==> config.mk <==
export PLATFORM = sky130hd
export DESIGN_NAME = eight_bit_cpu_alu_with_bcd_flat
export DESIGN_NICKNAME = d
export VERILOG_FILES = /design/src/ebcalu_pkg.sv /design/src/ebcalu_if.sv /design/src/eight_bit_cpu_alu_with_bcd.sv /design/src/ebcalu_core.sv /design/src/flat_wrapper.sv
export SDC_FILE = /design/constraint.sdc
export NUM_CORES = 1
export LEC_CHECK = 0
export BUFFER_PORTS_ARGS = -buffer_cell sky130_fd_sc_hd__clkbuf_2
export CAP_MARGIN = 25
export CELL_PAD_IN_SITES_DETAIL_PLACEMENT = 1
export CELL_PAD_IN_SITES_GLOBAL_PLACEMENT = 1
export CORE_ASPECT_RATIO = 2
export CORE_MARGIN = 3
export CORE_UTILIZATION = 45
export DETAILED_ROUTE_END_ITERATION = 7
export MAX_ROUTING_LAYER = met4
export PLACE_DENSITY_LB_ADDON = 0.1
export SYNTH_ARGS = -nofsm -noshare
export SYNTH_HDL_FRONTEND = slang
export SYNTH_SLANG_ARGS = --single-unit
export TNS_END_PERCENT = 50
==> constraint.sdc <==
create_clock -name clk -period 9.9 [get_ports clk]
set_input_delay 0.495 -clock clk [delete_from_list [all_inputs] [get_ports clk]]
set_output_delay 0.495 -clock clk [all_outputs]
set_load 0.02 [all_outputs]
==> src/ebcalu_pkg.sv <==
package ebcalu_pkg;

	// Operation codes carried in req_type
	typedef enum logic [3:0] {
		OP_ADC = 4'd0,
		OP_SBC = 4'd1,
		OP_AND = 4'd2,
		OP_ORA = 4'd3,
		OP_EOR = 4'd4,
		OP_ASL = 4'd5,
		OP_LSR = 4'd6,
		OP_ROL = 4'd7,
		OP_ROR = 4'd8,
		OP_INC = 4'd9,
		OP_DEC = 4'd10,
		OP_BIT = 4'd11
	} alu_op_t;

	// Status byte bit positions
	localparam int unsigned FLAG_C = 0;
	localparam int unsigned FLAG_Z = 1;
	localparam int unsigned FLAG_D = 3;
	localparam int unsigned FLAG_V = 6;
	localparam int unsigned FLAG_N = 7;

	// Largest valid BCD digit
	localparam logic [4:0] BCD_MAX = 5'd9;
	localparam logic [4:0] BCD_TEN = 5'd10;

	typedef struct packed {
		logic [3:0] req_type;
		logic [7:0] acc_in;
		logic [7:0] operand;
		logic [7:0] status_in;
	} alu_req_t;

	typedef struct packed {
		logic [7:0] result;
		logic [7:0] status_out;
	} alu_rsp_t;

endpackage

==> src/ebcalu_if.sv <==
// Request channel: operation and operands
interface ebcalu_req_if;
	logic       valid;
	logic       ready;
	logic [3:0] req_type;
	logic [7:0] acc_in;
	logic [7:0] operand;
	logic [7:0] status_in;

	modport source (output valid, output req_type, output acc_in, output operand,
		output status_in, input ready);
	modport sink (input valid, input req_type, input acc_in, input operand,
		input status_in, output ready);
endinterface

// Response channel: result byte and new status
interface ebcalu_rsp_if;
	logic       valid;
	logic       ready;
	logic [7:0] result;
	logic [7:0] status_out;

	modport source (output valid, output result, output status_out, input ready);
	modport sink (input valid, input result, input status_out, output ready);
endinterface

==> src/eight_bit_cpu_alu_with_bcd.sv <==
// Eight-bit processor ALU with binary and decimal ADC/SBC.
//
// Channels: req (sink) carries req_type, acc_in, operand and status_in;
// rsp (source) carries result and status_out. Both use valid/ready and an
// item moves on a clock edge where both are high. Every request item gives
// exactly one response item, in order.
//
// The item is captured in an input register, passes the ALU logic and
// lands in the output register, which drives rsp.valid and the response.
// Throughput is one item per clock; both stages advance together, so a
// new item is taken every cycle while rsp is ready.
//
// When the receiver stalls, the output register holds its item and the
// input register still accepts one more item; req.ready then drops until
// the output drains. Reset (arst_n low) empties both stages; items held
// in them are dropped by it, and none are generated.
module eight_bit_cpu_alu_with_bcd (
	input  logic                clk,
	input  logic                arst_n,
	ebcalu_req_if.sink          req,
	ebcalu_rsp_if.source        rsp
);
	import ebcalu_pkg::*;

	logic     vld_s1;
	alu_req_t req_s1;
	logic     vld_s2;
	alu_rsp_t rsp_s2;
	alu_rsp_t alu_rsp;
	logic     adv_s2;
	logic     adv_s1;

	// stage enables: each stage moves when its successor has room
	assign adv_s2    = ~vld_s2 | rsp.ready;
	assign adv_s1    = ~vld_s1 | adv_s2;
	assign req.ready = adv_s1;

	// input register
	always_ff @(posedge clk or negedge arst_n) begin
		if (!arst_n) begin
			vld_s1 <= 1'b0;
		end else if (adv_s1) begin
			vld_s1 <= req.valid;
		end
	end

	always_ff @(posedge clk) begin
		if (adv_s1 && req.valid) begin
			req_s1 <= '{req_type: req.req_type, acc_in: req.acc_in,
				operand: req.operand, status_in: req.status_in};
		end
	end

	ebcalu_core u_core (
		.req (req_s1),
		.rsp (alu_rsp)
	);

	// output register
	always_ff @(posedge clk or negedge arst_n) begin
		if (!arst_n) begin
			vld_s2 <= 1'b0;
		end else if (adv_s2) begin
			vld_s2 <= vld_s1;
		end
	end

	always_ff @(posedge clk) begin
		if (adv_s2 && vld_s1) begin
			rsp_s2 <= alu_rsp;
		end
	end

	assign rsp.valid      = vld_s2;
	assign rsp.result     = rsp_s2.result;
	assign rsp.status_out = rsp_s2.status_out;

endmodule

==> src/ebcalu_core.sv <==
module ebcalu_core (
	input  ebcalu_pkg::alu_req_t req,
	output ebcalu_pkg::alu_rsp_t rsp
);
	import ebcalu_pkg::*;

	logic [7:0] a;
	logic [7:0] v;
	logic [7:0] sr;
	logic       cin;

	// binary adder / subtractor
	logic [8:0] bin_sum;
	logic [8:0] bin_dif;

	// decimal nibble arithmetic
	logic [4:0] dadd_lo;
	logic [4:0] dadd_lo_fix;
	logic [4:0] dadd_ha;
	logic [4:0] dadd_hi;
	logic [4:0] dadd_hi_fix;
	logic       dadd_c;
	logic [4:0] dsub_lo;
	logic [4:0] dsub_lo_fix;
	logic [4:0] dsub_ha;
	logic [4:0] dsub_hi;
	logic [4:0] dsub_hi_fix;
	logic       dsub_c;

	logic [7:0] r;
	logic [7:0] sr_n;

	assign a   = req.acc_in;
	assign v   = req.operand;
	assign sr  = req.status_in;
	assign cin = sr[FLAG_C];

	// binary paths; bin_dif[8] is the borrow out
	assign bin_sum = {1'b0, a} + {1'b0, v} + {8'd0, cin};
	assign bin_dif = {1'b0, a} - {1'b0, v} - {8'd0, ~cin};

	// decimal add: one correction per nibble
	always_comb begin
		dadd_lo = {1'b0, a[3:0]} + {1'b0, v[3:0]} + {4'd0, cin};
		if (dadd_lo > BCD_MAX) begin
			dadd_lo_fix = dadd_lo - BCD_TEN;
			dadd_ha     = {1'b0, a[7:4]} + 5'd1;
		end else begin
			dadd_lo_fix = dadd_lo;
			dadd_ha     = {1'b0, a[7:4]};
		end
		dadd_hi = dadd_ha + {1'b0, v[7:4]};
		if (dadd_hi > BCD_MAX) begin
			dadd_hi_fix = dadd_hi - BCD_TEN;
			dadd_c      = 1'b1;
		end else begin
			dadd_hi_fix = dadd_hi;
			dadd_c      = 1'b0;
		end
	end

	// decimal subtract: bit 4 of each nibble difference flags a borrow
	always_comb begin
		dsub_lo = {1'b0, a[3:0]} - {1'b0, v[3:0]} - {4'd0, ~cin};
		if (dsub_lo[4]) begin
			dsub_lo_fix = dsub_lo + BCD_TEN;
			dsub_ha     = {1'b0, a[7:4]} - 5'd1;
		end else begin
			dsub_lo_fix = dsub_lo;
			dsub_ha     = {1'b0, a[7:4]};
		end
		dsub_hi = dsub_ha - {1'b0, v[7:4]};
		if (dsub_hi[4]) begin
			dsub_hi_fix = dsub_hi + BCD_TEN;
			dsub_c      = 1'b0;
		end else begin
			dsub_hi_fix = dsub_hi;
			dsub_c      = 1'b1;
		end
	end

	// operation select and flag update
	always_comb begin
		r    = a;
		sr_n = sr;
		unique case (alu_op_t'(req.req_type))
			OP_ADC: begin
				if (sr[FLAG_D]) begin
					r            = {dadd_hi_fix[3:0], dadd_lo_fix[3:0]};
					sr_n[FLAG_C] = dadd_c;
				end else begin
					r            = bin_sum[7:0];
					sr_n[FLAG_C] = bin_sum[8];
					sr_n[FLAG_V] = ~(a[7] ^ v[7]) & (a[7] ^ bin_sum[7]);
				end
			end
			OP_SBC: begin
				if (sr[FLAG_D]) begin
					r            = {dsub_hi_fix[3:0], dsub_lo_fix[3:0]};
					sr_n[FLAG_C] = dsub_c;
				end else begin
					r            = bin_dif[7:0];
					sr_n[FLAG_C] = ~bin_dif[8];
					sr_n[FLAG_V] = (a[7] ^ bin_dif[7]) & (a[7] ^ v[7]);
				end
			end
			OP_AND: r = a & v;
			OP_ORA: r = a | v;
			OP_EOR: r = a ^ v;
			OP_ASL: begin
				r            = {v[6:0], 1'b0};
				sr_n[FLAG_C] = v[7];
			end
			OP_LSR: begin
				r            = {1'b0, v[7:1]};
				sr_n[FLAG_C] = v[0];
			end
			OP_ROL: begin
				r            = {v[6:0], cin};
				sr_n[FLAG_C] = v[7];
			end
			OP_ROR: begin
				r            = {cin, v[7:1]};
				sr_n[FLAG_C] = v[0];
			end
			OP_INC: r = v + 8'd1;
			OP_DEC: r = v - 8'd1;
			OP_BIT: begin
				r = a;
			end
			default: begin
				r = a;
			end
		endcase

		// Z/N from r; BIT: Z from a & v, N/V from v[7:6]; unused codes keep them
		if (alu_op_t'(req.req_type) == OP_BIT) begin
			sr_n[FLAG_Z] = ((a & v) == 8'd0);
			sr_n[FLAG_N] = v[7];
			sr_n[FLAG_V] = v[6];
		end else if (req.req_type <= OP_BIT) begin
			sr_n[FLAG_Z] = (r == 8'd0);
			sr_n[FLAG_N] = r[7];
		end
	end

	assign rsp.result     = r;
	assign rsp.status_out = sr_n;

endmodule
==> src/flat_wrapper.sv <==
// flat-port wrapper written by rule: the top's interface ports become plain ports
module eight_bit_cpu_alu_with_bcd_flat import ebcalu_pkg::*;
  (clk, arst_n, req_valid, req_req_type, req_acc_in, req_operand, req_status_in, req_ready, rsp_valid, rsp_result, rsp_status_out, rsp_ready);
  ebcalu_req_if req_i ();
  ebcalu_rsp_if rsp_i ();
  input  logic clk;
  input  logic arst_n;
  input wire logic [$bits(req_i.valid)-1:0] req_valid;
  input wire logic [$bits(req_i.req_type)-1:0] req_req_type;
  input wire logic [$bits(req_i.acc_in)-1:0] req_acc_in;
  input wire logic [$bits(req_i.operand)-1:0] req_operand;
  input wire logic [$bits(req_i.status_in)-1:0] req_status_in;
  output wire logic [$bits(req_i.ready)-1:0] req_ready;
  output wire logic [$bits(rsp_i.valid)-1:0] rsp_valid;
  output wire logic [$bits(rsp_i.result)-1:0] rsp_result;
  output wire logic [$bits(rsp_i.status_out)-1:0] rsp_status_out;
  input wire logic [$bits(rsp_i.ready)-1:0] rsp_ready;
  assign req_i.valid = req_valid;
  assign req_i.req_type = req_req_type;
  assign req_i.acc_in = req_acc_in;
  assign req_i.operand = req_operand;
  assign req_i.status_in = req_status_in;
  assign req_ready = req_i.ready;
  assign rsp_valid = rsp_i.valid;
  assign rsp_result = rsp_i.result;
  assign rsp_status_out = rsp_i.status_out;
  assign rsp_i.ready = rsp_ready;
  eight_bit_cpu_alu_with_bcd u_core (.clk(clk), .arst_n(arst_n), .req(req_i), .rsp(rsp_i));
endmodule
# ---- After elaboration in Yosys (flattened, before gate mapping)
# Index checks and enable logic that the tools add are counted.
dict set report totals {
  regBits 46
  input_bits 32
  out_inout_bits 18
}
dict set report op_classes {
  add_sub_neg 18
  order_cmp 3
  n_eq_ne 11
  mux 22
  bitwise 15
  reduce_logical 7
}
# cell n
set ops {}
lappend ops {{8-bit case mux with 11 select lines} 1}
lappend ops {{4-bit by 3-bit equality test with 1-bit output (second input constant)} 4}
lappend ops {{4-bit equality test (second input constant)} 4}
lappend ops {{8-bit zero test} 2}
lappend ops {{4-bit two-way mux} 4}
lappend ops {{8-bit two-way mux} 2}
lappend ops {{1-bit two-way mux} 11}
lappend ops {{5-bit by 4-bit greater-than comparator with 1-bit output (second input constant)} 2}
lappend ops {{5-bit two-way mux} 2}
lappend ops {{8-bit by 8-bit adder with 9-bit output} 1}
lappend ops {{9-bit by 1-bit adder with 9-bit output} 1}
lappend ops {{8-bit by 8-bit subtractor with 9-bit output} 1}
lappend ops {{9-bit by 1-bit subtractor with 9-bit output} 1}
lappend ops {{4-bit adder (second input constant)} 2}
lappend ops {{8-bit by 1-bit adder with 8-bit output (second input constant)} 1}
lappend ops {{8-bit bitwise AND} 1}
lappend ops {{4-bit by 2-bit equality test with 1-bit output (second input constant)} 2}
lappend ops {{8-bit OR} 1}
lappend ops {{4-bit subtractor (second input constant)} 2}
lappend ops {{8-bit by 1-bit subtractor with 8-bit output (second input constant)} 1}
lappend ops {{8-bit bitwise XOR} 1}
lappend ops {{4-bit by 1-bit adder with 5-bit output (second input constant)} 1}
lappend ops {{4-bit by 4-bit adder with 5-bit output} 1}
lappend ops {{5-bit by 1-bit adder with 5-bit output} 1}
lappend ops {{other kinds (16)} 26}

# ---- Depth between registers and ports, before layout
# Gate-level depths: netlist (run 1).
dict set report logic_depth {
  word_depth 12
  ltp_mapped 20
  ltp_nobuf 20
}

# ---- Modules after synthesis
# From an unflattened synthesis (run 1), not the netlist that was laid out.
dict set report unflattened {
  hier_cells 484
  area_unflattened_um2 4566.9
}
# module instances cells_each area_per_inst_um2
set modules_own_cells {}
lappend modules_own_cells {ebcalu_core 1 432 3141.8}
lappend modules_own_cells {eight_bit_cpu_alu_with_bcd 1 52 1425.1}

# ---- Worst setup path after synthesis (run 1)
# Ideal clock, no wire load.
dict set report synth_path {
  path_kind {register to register}
  startpoint {register u_core.req_s1[8] (netlist bit)}
  endpoint {register u_core.rsp_s2 (netlist bit u_core.rsp.status_out[1]) (data pin)}
  setup_ns 0.267
  arrival_ns 4.679
  required_ns 9.633
  path_slack_ns 4.954
  path_stages_with_launch 20
  path_cell_list {edfxtp_1 > inv_1 > fa_1 > nor2b_1 > nor2_1 > xor2_1 > ha_1 > a211oi_1 > maj3_2 > nor2_1 > mux2_2 > fa_1 > xnor2_1 > ha_1 > a21boi_0 > o31ai_1 > mux2i_1 > mux2_2 > o21bai_4 > o41ai_2}
}
# item line_no
set synth_lines {}
lappend synth_lines {{start, declared} eight_bit_cpu_alu_with_bcd.sv:26} ;# alu_req_t req_s1;
lappend synth_lines {{start signal, assigned} eight_bit_cpu_alu_with_bcd.sv:49} ;# req_s1 <= '{req_type: req.req_type, acc_in: req.acc_in,
lappend synth_lines {{end signal, assigned} eight_bit_cpu_alu_with_bcd.sv:70} ;# rsp_s2 <= alu_rsp;
lappend synth_lines {{end, declared} eight_bit_cpu_alu_with_bcd.sv:28} ;# alu_rsp_t rsp_s2;

==> results.cfg, run 1 <==
[synthesis]
ys_ff_latch = 46
synthArstFlopShare_pct = 4.348
yosysWarnings = 0
seq_area_frac_synth_pct = 29.82
synthCells = 495
synth_edf_count = 44
ys.flop_type = edfxtp_1
synth.net_count = 584
yosysUniqueCellTypes = 73
syn-cell-area_sq_um = 4599
avgSynthCellArea_sq_um = 9.292

[die]
placement_rows = 51
die_h_um = 149.0
initial_core_util_pct = 46.80
core_area_sq_um = 9827
ios = 50
dieArea_sq_um = 11540
die_x_um = 77.49

[timing]
fmax_mhz = 177.2
setup_viol = 0
layout_setup_ws_ns = 4.255
timing.slew.headroom_pct = 32.73
min_period_ns = 5.645
period_share_pct = 57.02
clock_skew_ns = 0.004356
worst_pin_slew_ns = 1.002
rsz0062_at_grt = false
hold_viol = 0
drv_slew = 0
hold_slack_ns = 0.3746
fin_setup_tns_ns = 0

[run_status]
status = finished clean

[placement]
dpl.hpwl_um = 11920
pre_cts_ws_ns = 4.296
globalplace.congestion = 0.9160
dp.cells = 659
portBuffers = 49
placed_cell_area_sq_um = 4949

[final_layout]
drive_above_1_share_pct = 15.11
multi_input_area_sq_um = 3005
nFillCells = 1173
syn_to_final_growth_pct = 11.48
regArea_sq_um = 1371
layout.nets = 624
n_antenna_cell = 0
fin_area_sq_um = 5127
fin_cells = 668

[power]
peakVddDrop_mv = 0.1530
power.density_nw_per_um2 = 148.9
leakage_nw = 2.135

[clock_tree]
max-clock-path-buffers = 2
cts_setup_buffers = 0
numClockSinks = 46
root_buffer = clkbuf_16
clk_pin_slew_ns = 0.07
post_cts_resized = 0
clock_latency_ns = 0.29
cts_buffers = 5
holdBufCountCts = 1
htreeDepth = 2
cts_tree = built

[setup_path]
cp.arrival_ns = 5.68
worst-path-max-fanout = 9
path_depth = 19
cp-start-kind = flop
rrSetupSlack_ns = 4.26
timing.rr.start = u_core.req_s1[8]
cp_top_family = adder cells
slowest_delay_ns = 0.56
slowest_stage = edfxtp_1
crit_buf_inv = 1
r2r_cells = 19
crit_end = u_core.rsp.status_out[1]
startpoint = u_core.req_s1[8]
crit_chain = inv_1 > fa_1 > nor2b_1 > nor2_1 > xor2_1 > ha_1 > a211oi_1 > maj3_2 > nor2_1 > mux2_2 > fa_1 > xnor2_1 > ha_1 > a21boi_0 > o31ai_1 > mux2i_1 > mux2_2 > o21bai_4 > o41ai_2
r2r_end = u_core.rsp.status_out[1]
required_ns = 9.93
worstSetupPathType = flop to flop
crit_path_end_kind = flop

[detailed_routing]
via_count = 4167
finalWirelength_um = 15260
drc = 0
ant_nets = 0
drt-initial-drc-count = 253
routedWlPerCell_um = 22.84
first_pass_iters = 4
via_per_inst = 6.238

[grt]
grt_pass1_wl_um = 23920
grt_max_degree = 48
grt_overflow_total = 0
grt_use_met1_pct = 26.28
use_met2_pct = 52.04
grt_pass1_vias = 4482
antenna_found_initial = 0
grt_usage_pct = 27.81
busiest_layer = met2
grt_use_met3_pct = 2.418

[flow_run]
cap_violations = 0

[worst_hold_path]
holdCritPathClass = input port to flop
[synthesized netlist by cell type (3+ instances only)]
cell      number  share of area [%]
ha_1          51                 14
edfxtp_1      44                 29
nor2_1        38                3.1
inv_1         30                2.4
nand2_1       29                2.4
o21ai_0       27                2.9
a21oi_1       25                2.7
xnor2_1       21                4.0
nand2b_1      15                2.0
buf_2         10                1.1
clkbuf_1      10               0.82
o22ai_1       10                1.4
mux2i_1        9                2.0
nor3_1         9               0.98
xor2_1         9                1.7
a21o_1         8                1.3
a211o_1        7                1.3
nand3_1        7               0.76
a211oi_1       6               0.98
fa_1           6                2.6
nor2b_1        6               0.82
o31ai_1        6               0.98
a21boi_0       5               0.82
and2_1         5               0.68
nand3b_1       5               0.82
nor4_1         5               0.68
or3_1          5               0.68
a221oi_1       4               0.76
a22o_1         4               0.76
a22oi_1        4               0.65
nor3b_1        4               0.65
o211ai_1       4               0.65
or4b_2         4               0.87
a31oi_1        3               0.41
and3_1         3               0.41
nor4b_1        3               0.57
o21a_1         3               0.49
o21ai_1        3               0.33
[logic make-up after synthesis]
family / Yosys count / synth area share [%]
simple gates: 146 / 16.92
compound gates: 149 / 23.04
buf+inv: 54 / 4.842
mux: 11 / 2.448
xor+xnor: 31 / 6.203
flops: 46 / 29.82
fa+ha+maj: 58 / 16.73
[cell usage in the layout, fill, tap and decap left out, drive strengths merged, types with 7 or more instances in the layout]
cell	count
a21oi	25
inv	32
nor3	9
edfxtp	44
ha	51
a21o	8
o22ai	10
xnor2	21
xor2	9
a211o	7
o21ai	30
mux2i	9
nand2	29
nor2	38
nand2b	15
clkbuf	54
nand3	7
[routing by layer]
metal | wire length, um | part of all wire, % | vias to the layer above
met1 | 5250 | 34 | 2061
met3 | 423 | 2.8 | 61
met5 | 0 | 0 | -
li1 | - | - | 1934
met2 | 8494 | 56 | 111
met4 | 1090 | 7.1 | 0
[worst reg2reg max path, stage by stage, from the launching register on]
cell and delay [ns]:
edfxtp_1 0.56, inv_1 0.16, fa_1 0.49, nor2b_1 0.26, nor2_1 0.09, xor2_1 0.19
ha_1 0.20, a211oi_1 0.06, maj3_2 0.39, nor2_1 0.24, mux2_2 0.41, fa_1 0.44
xnor2_1 0.32, ha_1 0.28, a21boi_0 0.28, o31ai_1 0.10, mux2i_1 0.30, mux2_2 0.40
o21bai_4 0.13, o41ai_2 0.09
[registers in the layout, summed over array words and instances, names as in the netlist]
register,cells
u_core.rsp.valid,1
u_core.rsp.result,8
u_core.req_s1,28
u_core.vld_s1,1
u_core.rsp.status_out,8
[report_power, final]
part | internal (mW) | switching, mW
registers | 0.233 | 0.0153
logic | 0.131 | 0.191
clock network | 0.120 | 0.0740
[metrics by stage]
stage | power [mW] | util [%]
floorplan | 0.4792 | -
global route | 0.8095 | 52.18
global placement | 0.5582 | 50.36
detailed placement | 0.5700 | 50.36
CTS | 0.7681 | 52.18
finish | 0.7633 | 52.18
[worst min path at each step]
stage	end	from	cells after the start	slack (ns)
after floorplan	u_core.rsp.valid	arst_n	0	0.20
after global routing	u_core.req_s1[16]	req_acc_in[0]	1	0.37
final	u_core.req_s1[11]	req_operand[3]	1	0.37
after CTS	u_core.req_s1[18]	req_acc_in[2]	1	0.37
after global placement	u_core.vld_s1	arst_n	1	0.28
after detailed placement	u_core.rsp.valid	arst_n	1	0.29
[area by class of cell]
type,instances,area share (%)
clock buffer,5,2.440
clock inverter,3,0.8541
inverter,31,2.269
multi-input combinational,395,58.61
sequential,46,26.74
tap,132,3.221
timing repair buffer,56,5.857
Note: power is estimated with default switching activity, not from simulation.
==> run 2: changes to the inputs <==
- CORE_UTILIZATION: 45 -> 42
- clock period: 9.9 -> 5 ns (I/O delays scaled with it)
==> run 2 against run 1 <==
Via count rose by 1.7%. Routed wire length rose by 3.0%. Utilization fell by 2.2 points.
==> results.cfg, run 2 (synthesis results as in run 1) <==
[die]
ios = 50
die_h_um = 154.0
dieArea_sq_um = 12320
die_x_um = 80.00
initial_core_util_pct = 43.35
placement_rows = 53
core_area_sq_um = 10610

[final_layout]
final_common_cell = clkbuf_2
top_register = u_core.req_s1
layout_common_cells = clkbuf_2, ha_1, edfxtp_1, nor2_1
syn_to_final_growth_pct = 15.26
layout.nets = 640
nFillCells = 1261
largest_reg_flops = 28
n_antenna_cell = 0
fin_cells = 689
drive_above_1_share_pct = 20.65

[setup_path]
cp-start-kind = flop
crit_chain = inv_2 > ha_2 > nor2b_2 > nor2_1 > xor2_1 > ha_2 > a211oi_1 > maj3_2 > nor2_4 > mux2_2 > fa_2 > inv_1 > ha_2 > or4b_2 > a21boi_2 > o32ai_2 > o41ai_2
slowest_delay_ns = 0.70
cp.arrival_ns = 4.89
crit_path_end_kind = flop
worst-path-max-fanout = 6
slowest_stage = or4b_2
worstSetupPathType = flop to flop
required_ns = 5.10
cpMostUsedCell = ha_2

[placement]
pre_cts_ws_ns = -0.1996
globalplace.congestion = 0.9297
portBuffers = 49
dpl.hpwl_um = 12410
dp.cells = 679

[detailed_routing]
ant_nets = 0
routedWlPerCell_um = 22.82
first_pass_iters = 4
finalWirelength_um = 15720
drt-initial-drc-count = 174
drc = 0
via_count = 4236
via_per_inst = 6.148

[grt]
grt_pass1_wl_um = 24340
grt_use_met3_pct = 2.286
use_met2_pct = 48.89
grt_pass1_vias = 4614
grt_max_degree = 47
grt_use_met1_pct = 26.79
busiest_layer = met2
grt_usage_pct = 26.83
antenna_found_initial = 0
grt_overflow_total = 0

[timing]
drv_slew = 0
timing.slew.headroom_pct = 34.38
worst_pin_slew_ns = 0.9807
fin_setup_tns_ns = 0
period_share_pct = 95.77
fmax_mhz = 208.8
min_period_ns = 4.788
hold_viol = 0
hold_slack_ns = 0.1331
setup_viol = 0
clock_skew_ns = 0.004197
layout_setup_ws_ns = 0.2117

[clock_tree]
max-clock-path-buffers = 2
root_buffer = clkbuf_16
htreeDepth = 2
numClockSinks = 46
cts_buffers = 5
clk_pin_slew_ns = 0.06
clock_latency_ns = 0.29
cts_tree = built

[power]
power.total_mw = 1.517
peakVddDrop_mv = 0.3402
leakage_nw = 2.213
power.density_nw_per_um2 = 286.1

[run_status]
status = finished clean

[worst_hold_path]
holdCritPathClass = input port to flop

[flow_run]
cap_violations = 0
## run 2: cell types whose count changed in the layout (fill, tap and decap cells not counted), sizes merged
cell    delta
buf       +16
bufinv     -1
clkinv     +1
## run 2: path summary, 6_finish.rpt
kind / end / slack (ns) / cells after the start / from
max: u_core.rsp.status_out[1] / 0.21 / 17 / u_core.req_s1[9]
min reg2reg: u_core.rsp.status_out[2] / 0.43 / 0 / u_core.req_s1[2]
min: u_core.req_s1[25] / 0.13 / 1 / req_req_type[1]
max reg2reg: u_core.rsp.status_out[1] / 0.21 / 17 / u_core.req_s1[9]
min in group asynchronous: u_core.rsp.valid / 0.28 / 2 / arst_n
max in group asynchronous: u_core.vld_s1 / 4.61 / 2 / arst_n
## run 2: metrics by stage
step | instance area, sq um | utilization [%]
6_report | 5301 | 49.96
5_1_grt | 5301 | 49.96
4_1_cts | 5241 | 49.40
3_5_place_dp | 5067 | 47.76
3_3_place_gp | 5067 | 47.76
2_1_floorplan | 4599 | -
## run 2: repair_timing
item,4_1_cts,5_1_grt
buffers inserted,0,1
gates resized for setup,5,16
endpoints found under the hold margin,2,0
pin swaps,0,4
endpoints found under the setup margin,4,4
hold buffers,1,0
## run 2: layout make-up
class	instances	area, sq um	share of cell area [%]
Timing Repair Buffer	72	420.4	7.930
Multi-Input combinational cell	395	3078	58.06
Inverter	31	116.4	2.195
Clock buffer	5	125.1	2.360
Clock inverter	3	18.77	0.3540
Sequential cell	46	1371	25.87
Tap cell	137	171.4	3.233
## run 2: critical path: cells and delay by family (launching register included)
family	cells	cell delay, ns
compound gates	4	0.65
simple gates	4	1.11
mux	1	0.38
fa+ha+maj	5	1.64
xor+xnor	1	0.22
buf+inv	2	0.20
flops	1	0.41
## run 2: report_power, final
group	leakage, nW	internal, mW	switching (mW)
sequential	0.444	0.461	0.0235
combinational	1.69	0.293	0.406
clock	0.0740	0.185	0.147
## run 2: layer usage
layer	wire length, um	part of all wire, %
met4	991	6.3
met3	452	2.9
met1	5383	34
met2	8895	57
met5	0	0
==> run 3: changes to the inputs <==
- BUFFER_PORTS_ARGS: -buffer_cell sky130_fd_sc_hd__clkbuf_2 -> -buffer_cell sky130_fd_sc_hd__buf_2
==> run 3 against run 2 <==
Sequential cell count is the same. Die area is the same. Routed wire length increased by 1.0%. Worst setup slack got worse by 0.038 ns. Largest power group unchanged.
==> results.cfg, run 3 (synthesis results as in run 1) <==
[setup_path]
crit_chain = inv_1 > fa_2 > nor2b_4 > nor2_1 > xor2_1 > ha_2 > a211oi_1 > maj3_2 > nor2_4 > mux2_2 > fa_2 > inv_1 > ha_2 > or4b_2 > a21boi_2 > o32ai_2 > a22o_1
worst-path-max-fanout = 5
cp_top_family = adder cells
slowest_delay_ns = 0.69
cp.arrival_ns = 4.87
worstSetupPathType = flop to flop
required_ns = 5.05
slowest_stage = or4b_2
crit_buf_inv = 2
cp-start-kind = flop
crit_path_end_kind = flop

[placement]
dpl.hpwl_um = 12460
placed_cell_area_sq_um = 5090
portBuffers = 49
globalplace.congestion = 0.9355
dp.cells = 682

[timing]
clock_skew_ns = 0.007980
hold_slack_ns = 0.1206
hold_viol = 0
fmax_mhz = 207.2
drv_slew = 0
fin_setup_tns_ns = 0
setup_viol = 0
timing.slew.headroom_pct = 34.89
min_period_ns = 4.827
worst_pin_slew_ns = 0.9701
period_share_pct = 96.53

[power]
leakage_nw = 2.230
power.density_nw_per_um2 = 286.1
peakVddDrop_mv = 0.2576

[run_status]
status = finished clean

[detailed_routing]
drc = 0
drt-initial-drc-count = 295
via_per_inst = 6.160
routedWlPerCell_um = 22.88
via_count = 4275
first_pass_iters = 4
finalWirelength_um = 15880
ant_nets = 0

[clock_tree]
cts_buffers = 5
clock_latency_ns = 0.30
max-clock-path-buffers = 2
clk_pin_slew_ns = 0.07
root_buffer = clkbuf_16
htreeDepth = 2
cts_tree = built
numClockSinks = 46

[die]
core_area_sq_um = 10610
ios = 50
initial_core_util_pct = 43.35
die_h_um = 154.0
dieArea_sq_um = 12320
placement_rows = 53
die_x_um = 80.00

[grt]
grt_pass1_vias = 4665
grt_max_degree = 47
grt_usage_pct = 27.16
antenna_found_initial = 0
grt_pass1_wl_um = 24610
grt_overflow_total = 0

[final_layout]
layout.nets = 645
top_register = u_core.req_s1
largest_reg_flops = 28
fin_cells = 694
layout_common_cells = ha_1, buf_2, edfxtp_1, nor2_1, inv_1
syn_to_final_growth_pct = 16.27
regArea_sq_um = 1371
nFillCells = 1283
multi_input_area_sq_um = 3087
fin_area_sq_um = 5348
drive_above_1_share_pct = 21.54
n_antenna_cell = 0

[flow_run]
cap_violations = 0

[worst_hold_path]
holdCritPathClass = input port to flop
[run 3: layer usage]
layer	up-vias	global-route usage [%]	routed length (um)
li1	1975	-	-
met1	2125	25.38	5283
met2	113	49.41	8945
met3	62	3.283	448
met4	0	18.53	1202
met5	-	-	0
[run 3: layout make-up]
cell class | count | area share [%]
repair buffers | 77 | 8.563
clock inverters | 3 | 0.3510
clock buffers | 5 | 2.340
inverters | 31 | 2.176
multi-input cells | 395 | 57.72
well taps | 137 | 3.205
flip-flops and latches | 46 | 25.64
[run 3: final timing paths]
check,start,to,slack [ns],depth (start not counted)
worst min-delay path,req_operand[4],u_core.req_s1[12],0.12,1
worst min register to register,u_core.req_s1[2],u_core.rsp.status_out[2],0.42,0
worst max-delay path,u_core.req_s1[16],u_core.rsp.status_out[7],0.17,17
min in group asynchronous,arst_n,u_core.vld_s1,0.26,2
worst max register to register,u_core.req_s1[16],u_core.rsp.status_out[7],0.17,17
max in group asynchronous,arst_n,u_core.rsp.valid,4.64,2
[run 3: where the power goes]
part           internal, mW  leakage [nW]  switching [mW]
Sequential            0.461         0.444          0.0219
Clock                 0.186        0.0740           0.154
Combinational         0.299          1.71           0.408
Total                 0.945          2.23           0.584
[run 3: repair_timing]
item,CTS,global route
pin swaps,0,6
resized for setup,6,17
hold buffers,1,0
hold endpoints to repair,2,0
setup endpoints to repair,3,6
setup buffers,0,3
[run 3: through the flow]
| step | power [mW] | setup slack, ns | utilization [%] |
|---|---|---|---|
| 6_report | 1.530 | 0.1735 | 50.40 |
| 5_1_grt | 1.622 | -0.08733 | 50.40 |
| 4_1_cts | 1.517 | 0.008989 | 49.67 |
| 3_5_place_dp | 1.163 | -0.1687 | 47.97 |
| 3_3_place_gp | 1.133 | 0.1226 | 47.97 |
| 2_1_floorplan | 0.9488 | 0.05401 | - |
